`src/sv/csp_fsm_pkg.sv`:
```
// Shared types and codes for the call setup protocol state machine.
// No dependencies; used by call_setup_protocol_fsm_top.
package csp_fsm_pkg;

    // Call states, numbered as they appear on the result port.
    typedef enum logic [3:0] {
        ST_IDLE     = 4'd0,
        ST_IAM_SENT = 4'd1,
        ST_IAM_RCVD = 4'd2,
        ST_EOS_SENT = 4'd3,
        ST_EOS_RCVD = 4'd4,
        ST_ALT_SENT = 4'd5,
        ST_ALT_RCVD = 4'd6,
        ST_ANM_SENT = 4'd7,
        ST_ANM_RCVD = 4'd8,
        ST_SUS_SENT = 4'd9,
        ST_SUS_RCVD = 4'd10
    } t_call_state;

    // Verdict codes returned with each result.
    typedef enum logic [2:0] {
        V_ANALYZE = 3'd0,
        V_TIMEOUT = 3'd1,
        V_INVALID = 3'd2,
        V_DISCARD = 3'd3,
        V_SEND    = 3'd4,
        V_PURGE   = 3'd5
    } t_verdict;

    // Signal kinds carried in the mode field.
    typedef enum logic [2:0] {
        M_TIMEOUT  = 3'd0,
        M_INITIAL  = 3'd1,
        M_PROGRESS = 3'd2,
        M_ANSWER   = 3'd3,
        M_RELEASE  = 3'd4
    } t_sig_mode;

    // Progress report kinds.
    typedef enum logic [2:0] {
        K_EOS     = 3'd0,
        K_ALERT   = 3'd1,
        K_SUSPEND = 3'd2,
        K_RESUME  = 3'd3,
        K_MEDIA   = 3'd4,
        K_OTHER   = 3'd5
    } t_prog_kind;

    // Configuration register indexes.
    localparam logic CFG_IAM_TIMER_ENABLE     = 1'b0;
    localparam logic CFG_PURGE_EARLY_PROGRESS = 1'b1;

    // Direction codes.
    localparam logic DIR_RECEIVED = 1'b0;
    localparam logic DIR_SENT     = 1'b1;

endpackage

```
`src/sv/call_setup_protocol_fsm_top.sv`:
```
// Call setup protocol state machine: top level with input and result registers.
// Depends on csp_fsm_pkg for state, verdict, mode and kind codes.

// Each request names one call-control signal, received or being sent. The
// block checks it against the stored call state, moves the state, keeps the
// response-timer flag and returns one result: a verdict, the call state after
// the signal and start/stop requests for the timer. A request is held in an
// input register until the result register can take its result; then the
// result is loaded into the output register and the call state is updated
// together. One request is taken every cycle while the result port is not
// stalled; the figure is set by the single evaluation stage between the
// input register and the result register, which advances whenever the
// result register is empty or being drained. Configuration writes take
// effect at the clock edge of the write and are meant to be made while no
// request is in flight.
module call_setup_protocol_fsm_top (
    input  logic       i_clk,
    input  logic       i_rst_n,
    // configuration write port
    input  logic       i_cfg_we,
    input  logic       i_cfg_index,
    input  logic       i_cfg_data,
    // request channel
    input  logic       i_in_valid,
    output logic       o_in_ready,
    input  logic       i_direction,
    input  logic [2:0] i_mode,
    input  logic [2:0] i_progress_kind,
    input  logic       i_timeout_is_ours,
    input  logic       i_more_queued,
    // result channel
    output logic       o_out_valid,
    input  logic       i_out_ready,
    output logic [2:0] o_verdict,
    output logic [3:0] o_call_state_out,
    output logic       o_start_timer,
    output logic       o_stop_timer
);

    // Configuration registers.
    logic r_iam_timer_enable;
    logic r_purge_early_progress;

    // Input register.
    logic       r_in_valid;
    logic       r_direction;
    logic [2:0] r_mode;
    logic [2:0] r_progress_kind;
    logic       r_timeout_is_ours;
    logic       r_more_queued;

    // Call state.
    csp_fsm_pkg::t_call_state r_call_state, n_call_state;
    logic                     r_timer_running, n_timer_running;

    // Result register.
    logic                  r_out_valid;
    csp_fsm_pkg::t_verdict r_verdict;
    logic [3:0]            r_call_state_out;
    logic                  r_start_timer;
    logic                  r_stop_timer;

    // Decode results.
    logic                  c_ok;
    logic                  c_timeout;
    logic                  c_discard;
    logic                  c_early;
    logic                  c_media_sent;
    logic                  c_start;
    logic                  c_stop;
    csp_fsm_pkg::t_verdict c_verdict;

    logic w_advance;
    logic w_in_accept;

    // The evaluation stage moves when it holds a request and the result
    // register is free or being emptied this cycle.
    assign w_advance   = r_in_valid && (!r_out_valid || i_out_ready);
    assign o_in_ready  = !r_in_valid || w_advance;
    assign w_in_accept = i_in_valid && o_in_ready;

    always_ff @(posedge i_clk) begin
        if (!i_rst_n) begin
            r_iam_timer_enable     <= 1'b0;
            r_purge_early_progress <= 1'b0;
        end else if (i_cfg_we) begin
            case (i_cfg_index)
                csp_fsm_pkg::CFG_IAM_TIMER_ENABLE:     r_iam_timer_enable     <= i_cfg_data;
                csp_fsm_pkg::CFG_PURGE_EARLY_PROGRESS: r_purge_early_progress <= i_cfg_data;
                default: ;
            endcase
        end
    end

    always_ff @(posedge i_clk) begin
        if (!i_rst_n) begin
            r_in_valid <= 1'b0;
        end else if (w_in_accept) begin
            r_in_valid <= 1'b1;
        end else if (w_advance) begin
            r_in_valid <= 1'b0;
        end
    end

    always_ff @(posedge i_clk) begin
        if (w_in_accept) begin
            r_direction       <= i_direction;
            r_mode            <= i_mode;
            r_progress_kind   <= i_progress_kind;
            r_timeout_is_ours <= i_timeout_is_ours;
            r_more_queued     <= i_more_queued;
        end
    end

    // Next-state logic: decides whether the signal is accepted in the current
    // state and where the call goes. A rejected signal leaves the state as is.
    always_comb begin
        n_call_state    = r_call_state;
        n_timer_running = r_timer_running;
        c_ok            = 1'b0;
        c_timeout       = 1'b0;
        c_discard       = 1'b0;
        c_early         = 1'b0;
        c_media_sent    = 1'b0;
        c_start         = 1'b0;
        if (r_direction == csp_fsm_pkg::DIR_RECEIVED) begin
            case (csp_fsm_pkg::t_sig_mode'(r_mode))
                csp_fsm_pkg::M_TIMEOUT: begin
                    if (r_timeout_is_ours) begin
                        c_timeout = 1'b1;
                    end else begin
                        c_ok = 1'b1;
                    end
                end
                csp_fsm_pkg::M_INITIAL: begin
                    if (r_call_state == csp_fsm_pkg::ST_IDLE) begin
                        n_call_state = csp_fsm_pkg::ST_IAM_RCVD;
                        c_ok         = 1'b1;
                    end
                end
                csp_fsm_pkg::M_PROGRESS: begin
                    case (csp_fsm_pkg::t_prog_kind'(r_progress_kind))
                        csp_fsm_pkg::K_EOS: begin
                            if (r_call_state == csp_fsm_pkg::ST_IAM_SENT) begin
                                n_call_state = csp_fsm_pkg::ST_EOS_RCVD;
                                c_ok         = 1'b1;
                            end
                        end
                        csp_fsm_pkg::K_ALERT: begin
                            if (r_call_state inside {csp_fsm_pkg::ST_IAM_SENT,
                                                     csp_fsm_pkg::ST_EOS_RCVD}) begin
                                n_call_state = csp_fsm_pkg::ST_ALT_RCVD;
                                c_ok         = 1'b1;
                            end
                        end
                        csp_fsm_pkg::K_SUSPEND: begin
                            if (r_call_state == csp_fsm_pkg::ST_ANM_RCVD) begin
                                n_call_state = csp_fsm_pkg::ST_SUS_RCVD;
                                c_ok         = 1'b1;
                            end
                        end
                        csp_fsm_pkg::K_RESUME: begin
                            if (r_call_state == csp_fsm_pkg::ST_SUS_RCVD) begin
                                n_call_state = csp_fsm_pkg::ST_ANM_RCVD;
                                c_ok         = 1'b1;
                            end
                        end
                        csp_fsm_pkg::K_MEDIA: begin
                            if (r_call_state != csp_fsm_pkg::ST_IDLE) begin
                                c_discard = 1'b1;
                            end
                        end
                        default: ;
                    endcase
                end
                csp_fsm_pkg::M_ANSWER: begin
                    if (r_call_state inside {csp_fsm_pkg::ST_IAM_SENT,
                                             csp_fsm_pkg::ST_EOS_RCVD,
                                             csp_fsm_pkg::ST_ALT_RCVD}) begin
                        n_call_state = csp_fsm_pkg::ST_ANM_RCVD;
                        c_ok         = 1'b1;
                    end
                end
                csp_fsm_pkg::M_RELEASE: begin
                    if (r_call_state != csp_fsm_pkg::ST_IDLE) begin
                        n_call_state = csp_fsm_pkg::ST_IDLE;
                        c_ok         = 1'b1;
                    end
                end
                default: ;
            endcase
            // Any received signal but a discarded media update ends the timer.
            if (!c_discard) begin
                n_timer_running = 1'b0;
            end
        end else begin
            case (csp_fsm_pkg::t_sig_mode'(r_mode))
                csp_fsm_pkg::M_INITIAL: begin
                    if (r_call_state == csp_fsm_pkg::ST_IDLE) begin
                        n_call_state = csp_fsm_pkg::ST_IAM_SENT;
                        c_ok         = 1'b1;
                        if (r_iam_timer_enable) begin
                            c_start         = 1'b1;
                            n_timer_running = 1'b1;
                        end
                    end
                end
                csp_fsm_pkg::M_PROGRESS: begin
                    case (csp_fsm_pkg::t_prog_kind'(r_progress_kind))
                        csp_fsm_pkg::K_EOS: begin
                            if (r_call_state == csp_fsm_pkg::ST_IAM_RCVD) begin
                                n_call_state = csp_fsm_pkg::ST_EOS_SENT;
                                c_ok         = 1'b1;
                                c_early      = 1'b1;
                            end
                        end
                        csp_fsm_pkg::K_ALERT: begin
                            if (r_call_state inside {csp_fsm_pkg::ST_IAM_RCVD,
                                                     csp_fsm_pkg::ST_EOS_SENT}) begin
                                n_call_state = csp_fsm_pkg::ST_ALT_SENT;
                                c_ok         = 1'b1;
                                c_early      = 1'b1;
                            end
                        end
                        csp_fsm_pkg::K_SUSPEND: begin
                            if (r_call_state == csp_fsm_pkg::ST_ANM_SENT) begin
                                n_call_state = csp_fsm_pkg::ST_SUS_SENT;
                                c_ok         = 1'b1;
                            end
                        end
                        csp_fsm_pkg::K_RESUME: begin
                            if (r_call_state == csp_fsm_pkg::ST_SUS_SENT) begin
                                n_call_state = csp_fsm_pkg::ST_ANM_SENT;
                                c_ok         = 1'b1;
                            end
                        end
                        csp_fsm_pkg::K_MEDIA: begin
                            if (r_call_state != csp_fsm_pkg::ST_IDLE) begin
                                c_ok         = 1'b1;
                                c_media_sent = 1'b1;
                            end
                        end
                        default: ;
                    endcase
                end
                csp_fsm_pkg::M_ANSWER: begin
                    if (r_call_state inside {csp_fsm_pkg::ST_IAM_RCVD,
                                             csp_fsm_pkg::ST_EOS_SENT,
                                             csp_fsm_pkg::ST_ALT_SENT}) begin
                        n_call_state = csp_fsm_pkg::ST_ANM_SENT;
                        c_ok         = 1'b1;
                    end
                end
                csp_fsm_pkg::M_RELEASE: begin
                    if (r_call_state != csp_fsm_pkg::ST_IDLE) begin
                        n_call_state = csp_fsm_pkg::ST_IDLE;
                        c_ok         = 1'b1;
                    end
                end
                default: ;
            endcase
        end
    end

    // Output logic: verdict and the timer stop request.
    always_comb begin
        c_stop = 1'b0;
        if (r_direction == csp_fsm_pkg::DIR_RECEIVED) begin
            c_stop = r_timer_running && !c_timeout && !c_discard;
            if (c_timeout) begin
                c_verdict = csp_fsm_pkg::V_TIMEOUT;
            end else if (c_discard) begin
                c_verdict = csp_fsm_pkg::V_DISCARD;
            end else if (c_ok) begin
                c_verdict = csp_fsm_pkg::V_ANALYZE;
            end else begin
                c_verdict = csp_fsm_pkg::V_INVALID;
            end
        end else begin
            if (c_ok && !(c_early && r_purge_early_progress)
                     && !(c_media_sent && r_more_queued)) begin
                c_verdict = csp_fsm_pkg::V_SEND;
            end else begin
                c_verdict = csp_fsm_pkg::V_PURGE;
            end
        end
    end

    // State and result registers move together, so the next request in the
    // input register always sees the state left by this one.
    always_ff @(posedge i_clk) begin
        if (!i_rst_n) begin
            r_call_state    <= csp_fsm_pkg::ST_IDLE;
            r_timer_running <= 1'b0;
            r_out_valid     <= 1'b0;
        end else begin
            if (w_advance) begin
                r_call_state    <= n_call_state;
                r_timer_running <= n_timer_running;
                r_out_valid     <= 1'b1;
            end else if (i_out_ready) begin
                r_out_valid <= 1'b0;
            end
        end
    end

    always_ff @(posedge i_clk) begin
        if (w_advance) begin
            r_verdict        <= c_verdict;
            r_call_state_out <= n_call_state;
            r_start_timer    <= c_start;
            r_stop_timer     <= c_stop;
        end
    end

    assign o_out_valid      = r_out_valid;
    assign o_verdict        = r_verdict;
    assign o_call_state_out = r_call_state_out;
    assign o_start_timer    = r_start_timer;
    assign o_stop_timer     = r_stop_timer;

    // An error verdict must leave the call state untouched.
    a_error_keeps_state: assert property (@(posedge i_clk) disable iff (!i_rst_n)
        w_advance && (c_verdict == csp_fsm_pkg::V_INVALID ||
                      c_verdict == csp_fsm_pkg::V_TIMEOUT)
        |=> $stable(r_call_state))
        else $error("call state changed on an error verdict");

    // A pending result always shows the state the machine currently holds.
    a_result_matches_state: assert property (@(posedge i_clk) disable iff (!i_rst_n)
        o_out_valid |-> (o_call_state_out == r_call_state))
        else $error("result call state differs from stored state");

    // A pending start request means the timer flag is set.
    a_start_sets_flag: assert property (@(posedge i_clk) disable iff (!i_rst_n)
        o_out_valid && o_start_timer |-> r_timer_running)
        else $error("timer start requested but flag clear");

    // A pending stop request means the timer flag was cleared.
    a_stop_clears_flag: assert property (@(posedge i_clk) disable iff (!i_rst_n)
        o_out_valid && o_stop_timer |-> !r_timer_running)
        else $error("timer stop requested but flag still set");

endmodule
```
`config.mk`:
```
export PLATFORM = sky130hd
export DESIGN_NAME = call_setup_protocol_fsm_top
export DESIGN_NICKNAME = d
export VERILOG_FILES = /design/src/sv/csp_fsm_pkg.sv /design/src/sv/call_setup_protocol_fsm_top.sv
export SDC_FILE = /design/constraint.sdc
export NUM_CORES = 1
export LEC_CHECK = 0
export BUFFER_PORTS_ARGS = -buffer_cell sky130_fd_sc_hd__clkbuf_2
export CORE_MARGIN = 1.5
export CORE_UTILIZATION = 45
export DETAILED_ROUTE_END_ITERATION = 8
export GPL_ROUTABILITY_DRIVEN = 1
export GPL_TIMING_DRIVEN = 0
export PLACE_DENSITY_LB_ADDON = 0.1
export SLEW_MARGIN = 40
export SYNTH_ARGS = -nofsm -noshare
export SYNTH_HDL_FRONTEND = slang
export SYNTH_SLANG_ARGS = --single-unit
```
`constraint.sdc`:
```
create_clock -name i_clk -period 1.6 [get_ports i_clk]
set_input_delay 0.24 -clock i_clk [delete_from_list [all_inputs] [get_ports i_clk]]
set_output_delay 0.24 -clock i_clk [all_outputs]
set_load 0.01 [all_outputs]
```
==> impl_metrics.toml <==
[run_status]
outcome = "finished with violations"
failed_checks = "setup timing"

[placed_design]
placed_area_um2 = 1870
place_inst = 246
hpwlAfterDp_um = 3040
numPortBuffers = 26
gp_congestion = 0.977

[critical_path]
critPathCaptureType = "flop"
r2r-start = "r_mode[2]$_DFFE_PP_"
crit_arrival_ns = 1.97
cp_max_fo = 10
rrSetupSlack_ns = -0.21
start_kind = "flop"
reg2reg_to = "r_call_state[1]$_SDFFE_PN0P_"
cp_cell_sequence = "buf_4, nor4b_4, nand4_1, nand3_2, a21oi_4, o41ai_2"
crit_path_start = "r_mode[2]$_DFFE_PP_"
max_stage_delay_ns = 0.48
crit_type = "reg2reg"
crit_slowest_cell = "edfxtp_1"
crit_path_end = "r_call_state[1]$_SDFFE_PN0P_"
required_ns = 1.76
worst_r2r_path_depth = 6

[timing]
finalHoldViolations = 0
setup_viol = 13
rsz0062_at_grt = "yes"
finalCritPeriodShare = 1.13
worstMarginPinSlew_ns = 0.425
holdWs_ns = 0.127
finClkSkew_ns = 0.00204
layout_setup_ws_ns = -0.211
fin_crit_ns = 1.81
fmax_mhz = 552
maxSlewViolCount = 0
max_slew_margin = 0.715

[global_routing]
antenna_found_initial = 0
grt_overflow = 0
grt_max_degree = 17
grt_usage = 0.221
grt_pass1_vias = 1478
grt_pass1_wl_um = 6970

[synth]
yosys.area.top_type = "edfxtp_1"
netlist_instances = 174
synth_warnings = 0
synth-main-ff-cell = "edfxtp_1"
ys_ff_latch = 27
ys_seq_area_frac = 0.431
syn_avg_cell_area_um2 = 9.60
synth_top_cell_area_share = 0.324
yosysMostFrequentCell = "edfxtp_1"
synth_common_cells = "edfxtp_1, nand2_1, a21oi_1"
netlist_top_cells_area = "edfxtp_1, dfxtp_1, a21oi_1"
ys_async_sr_fraction = 0
synth_cell_type_count = 50
syn_nets = 190
synth_edf_count = 18
syn-cell-area_um2 = 1670

[cts]
cts_tree = "built"
clockBufferDepth = 2
cts_root_buf = "clkbuf_8"
clkTransAtPathRegs_ns = 0.10
cts_hold_repair.buffers = 0
numCtsBuffers = 3
clock-sinks = 27
worstSkewPairLatency_ns = 0.28
cts-htree-levels = 1

[finish]
syn_to_final_growth_pct = 47.1
fin_util = 0.714
diodes = 0
layout-drive-gt1-share = 0.517
nets = 247
stdcell_area_um2 = 2460
fin_cells = 276

[floorplanning]
core-area_um2 = 3440
chipHeight_um = 63.9
start_util = 0.485
ios = 27
die_area_um2 = 4090
rows = 21
dieWidth_um = 63.9

[power]
power_density_nw_per_um2 = 634
finalPower_mw = 1.56
p_leak_nw = 0.913
ir_drop_mv = 0.475

[detailed_routing]
drt-total-wl_um = 4870
drt_iter0_markers = 133
post_drt_wl_per_cell_um = 17.6
drc_errors = 0
dr.pass1.iters = 4
via_per_inst = 5.91
via_count = 1631
drtAntennaViolNets = 0

[hold_path]
hold_class = "in2reg"
hold_depth = 1

[run]
maxCapViolCount = 0
[cell usage in the layout, fill, tap and decap left out, types with 3 or more instances in the layout]
cell,instances
clkbuf_2,27
buf_4,26
edfxtp_1,18
nand2_1,15
a21oi_1,11
nor2_1,9
nand2b_1,7
buf_6,6
nand3_1,5
dfxtp_1,5
nor3_1,4
o21a_1,4
dfxtp_4,4
buf_2,3
o21ai_1,3
nor2b_1,3
a21oi_2,3
and2_1,3
inv_1,3
nor4b_4,3
nand3_2,3
o21ai_0,3
clkbuf_8,3
[power by group]
group / total [mW] / leakage [nW] / switching [mW] / internal, mW
logic: 0.355 / 0.640 / 0.191 / 0.164
clock network: 0.402 / 0.0217 / 0.225 / 0.177
registers: 0.800 / 0.251 / 0.0263 / 0.774
[repair_timing]
item | CTS | global route
pin swaps | 17 | 22
resized for setup | 26 | 51
setup buffers | 7 | 21
endpoints found under the setup margin | 13 | 13
[stage by stage]
stage,TNS [ns],worst slack [ns]
floorplan,-0.219,-0.0889
CTS,-1.68,-0.198
global route,-2.38,-0.242
global placement,-2.43,-0.349
finish,-1.63,-0.211
detailed placement,-2.30,-0.354
[cells by family (layout without fill, tap and decap cells)]
kind of cell	after synthesis	in the layout	share of synthesized area
simple gates	78	78	0.294
buf+inv	17	73	0.0524
compound gates	48	48	0.200
xor+xnor	3	3	0.0157
mux	1	1	0.00599
flops	27	27	0.431
[metal layers]
metal,vias up,wire [um],GRT usage
met4,0,162,0.101
met5,-,0,0
met1,778,2000,0.284
met2,74,2370,0.363
met3,14,328,0.0387
li1,765,-,-
[critical path, delay by kind of cell, from the launching register on]
kind	cells	cell delay [ns]
DFF	1	0.48
and+or+nand+nor	3	0.58
AOI/OAI and AO/OA	2	0.39
buffers and inverters	1	0.24
[worst min-delay path by stage]
| stage | start | to | slack (ns) |
|---|---|---|---|
| finish | i_timeout_is_ours | r_timeout_is_ours$_DFFE_PP_ | 0.13 |
| global route | i_more_queued | r_more_queued$_DFFE_PP_ | 0.12 |
| CTS | i_timeout_is_ours | r_timeout_is_ours$_DFFE_PP_ | 0.13 |
| detailed placement | i_timeout_is_ours | r_timeout_is_ours$_DFFE_PP_ | 0.42 |
| global placement | i_more_queued | r_more_queued$_DFFE_PP_ | 0.42 |
| floorplan | i_direction | r_direction$_DFFE_PP_ | 0.34 |
[cell type report]
type	instances	area (um^2)
fillers	244	985
clock buffers	3	41.3
flip-flops and latches	27	736
repair buffers	54	355
clock inverters	1	7.51
well taps	46	57.6
inverters	4	18.8
plain buffers	11	95.1
multi-input cells	130	1150
[state kept, by name (all words and copies together) (netlist names)]
register	cells
o_stop_timer	1
r_call_state	4
r_direction	1
r_iam_timer_enable	1
r_purge_early_progress	1
r_more_queued	1
r_timeout_is_ours	1
r_timer_running	1
r_progress_kind	3
o_call_state_out	4
r_in_valid	1
o_out_valid	1
o_verdict	3
r_mode	3
o_start_timer	1
No activity file was read; power rests on OpenSTA's default activity.
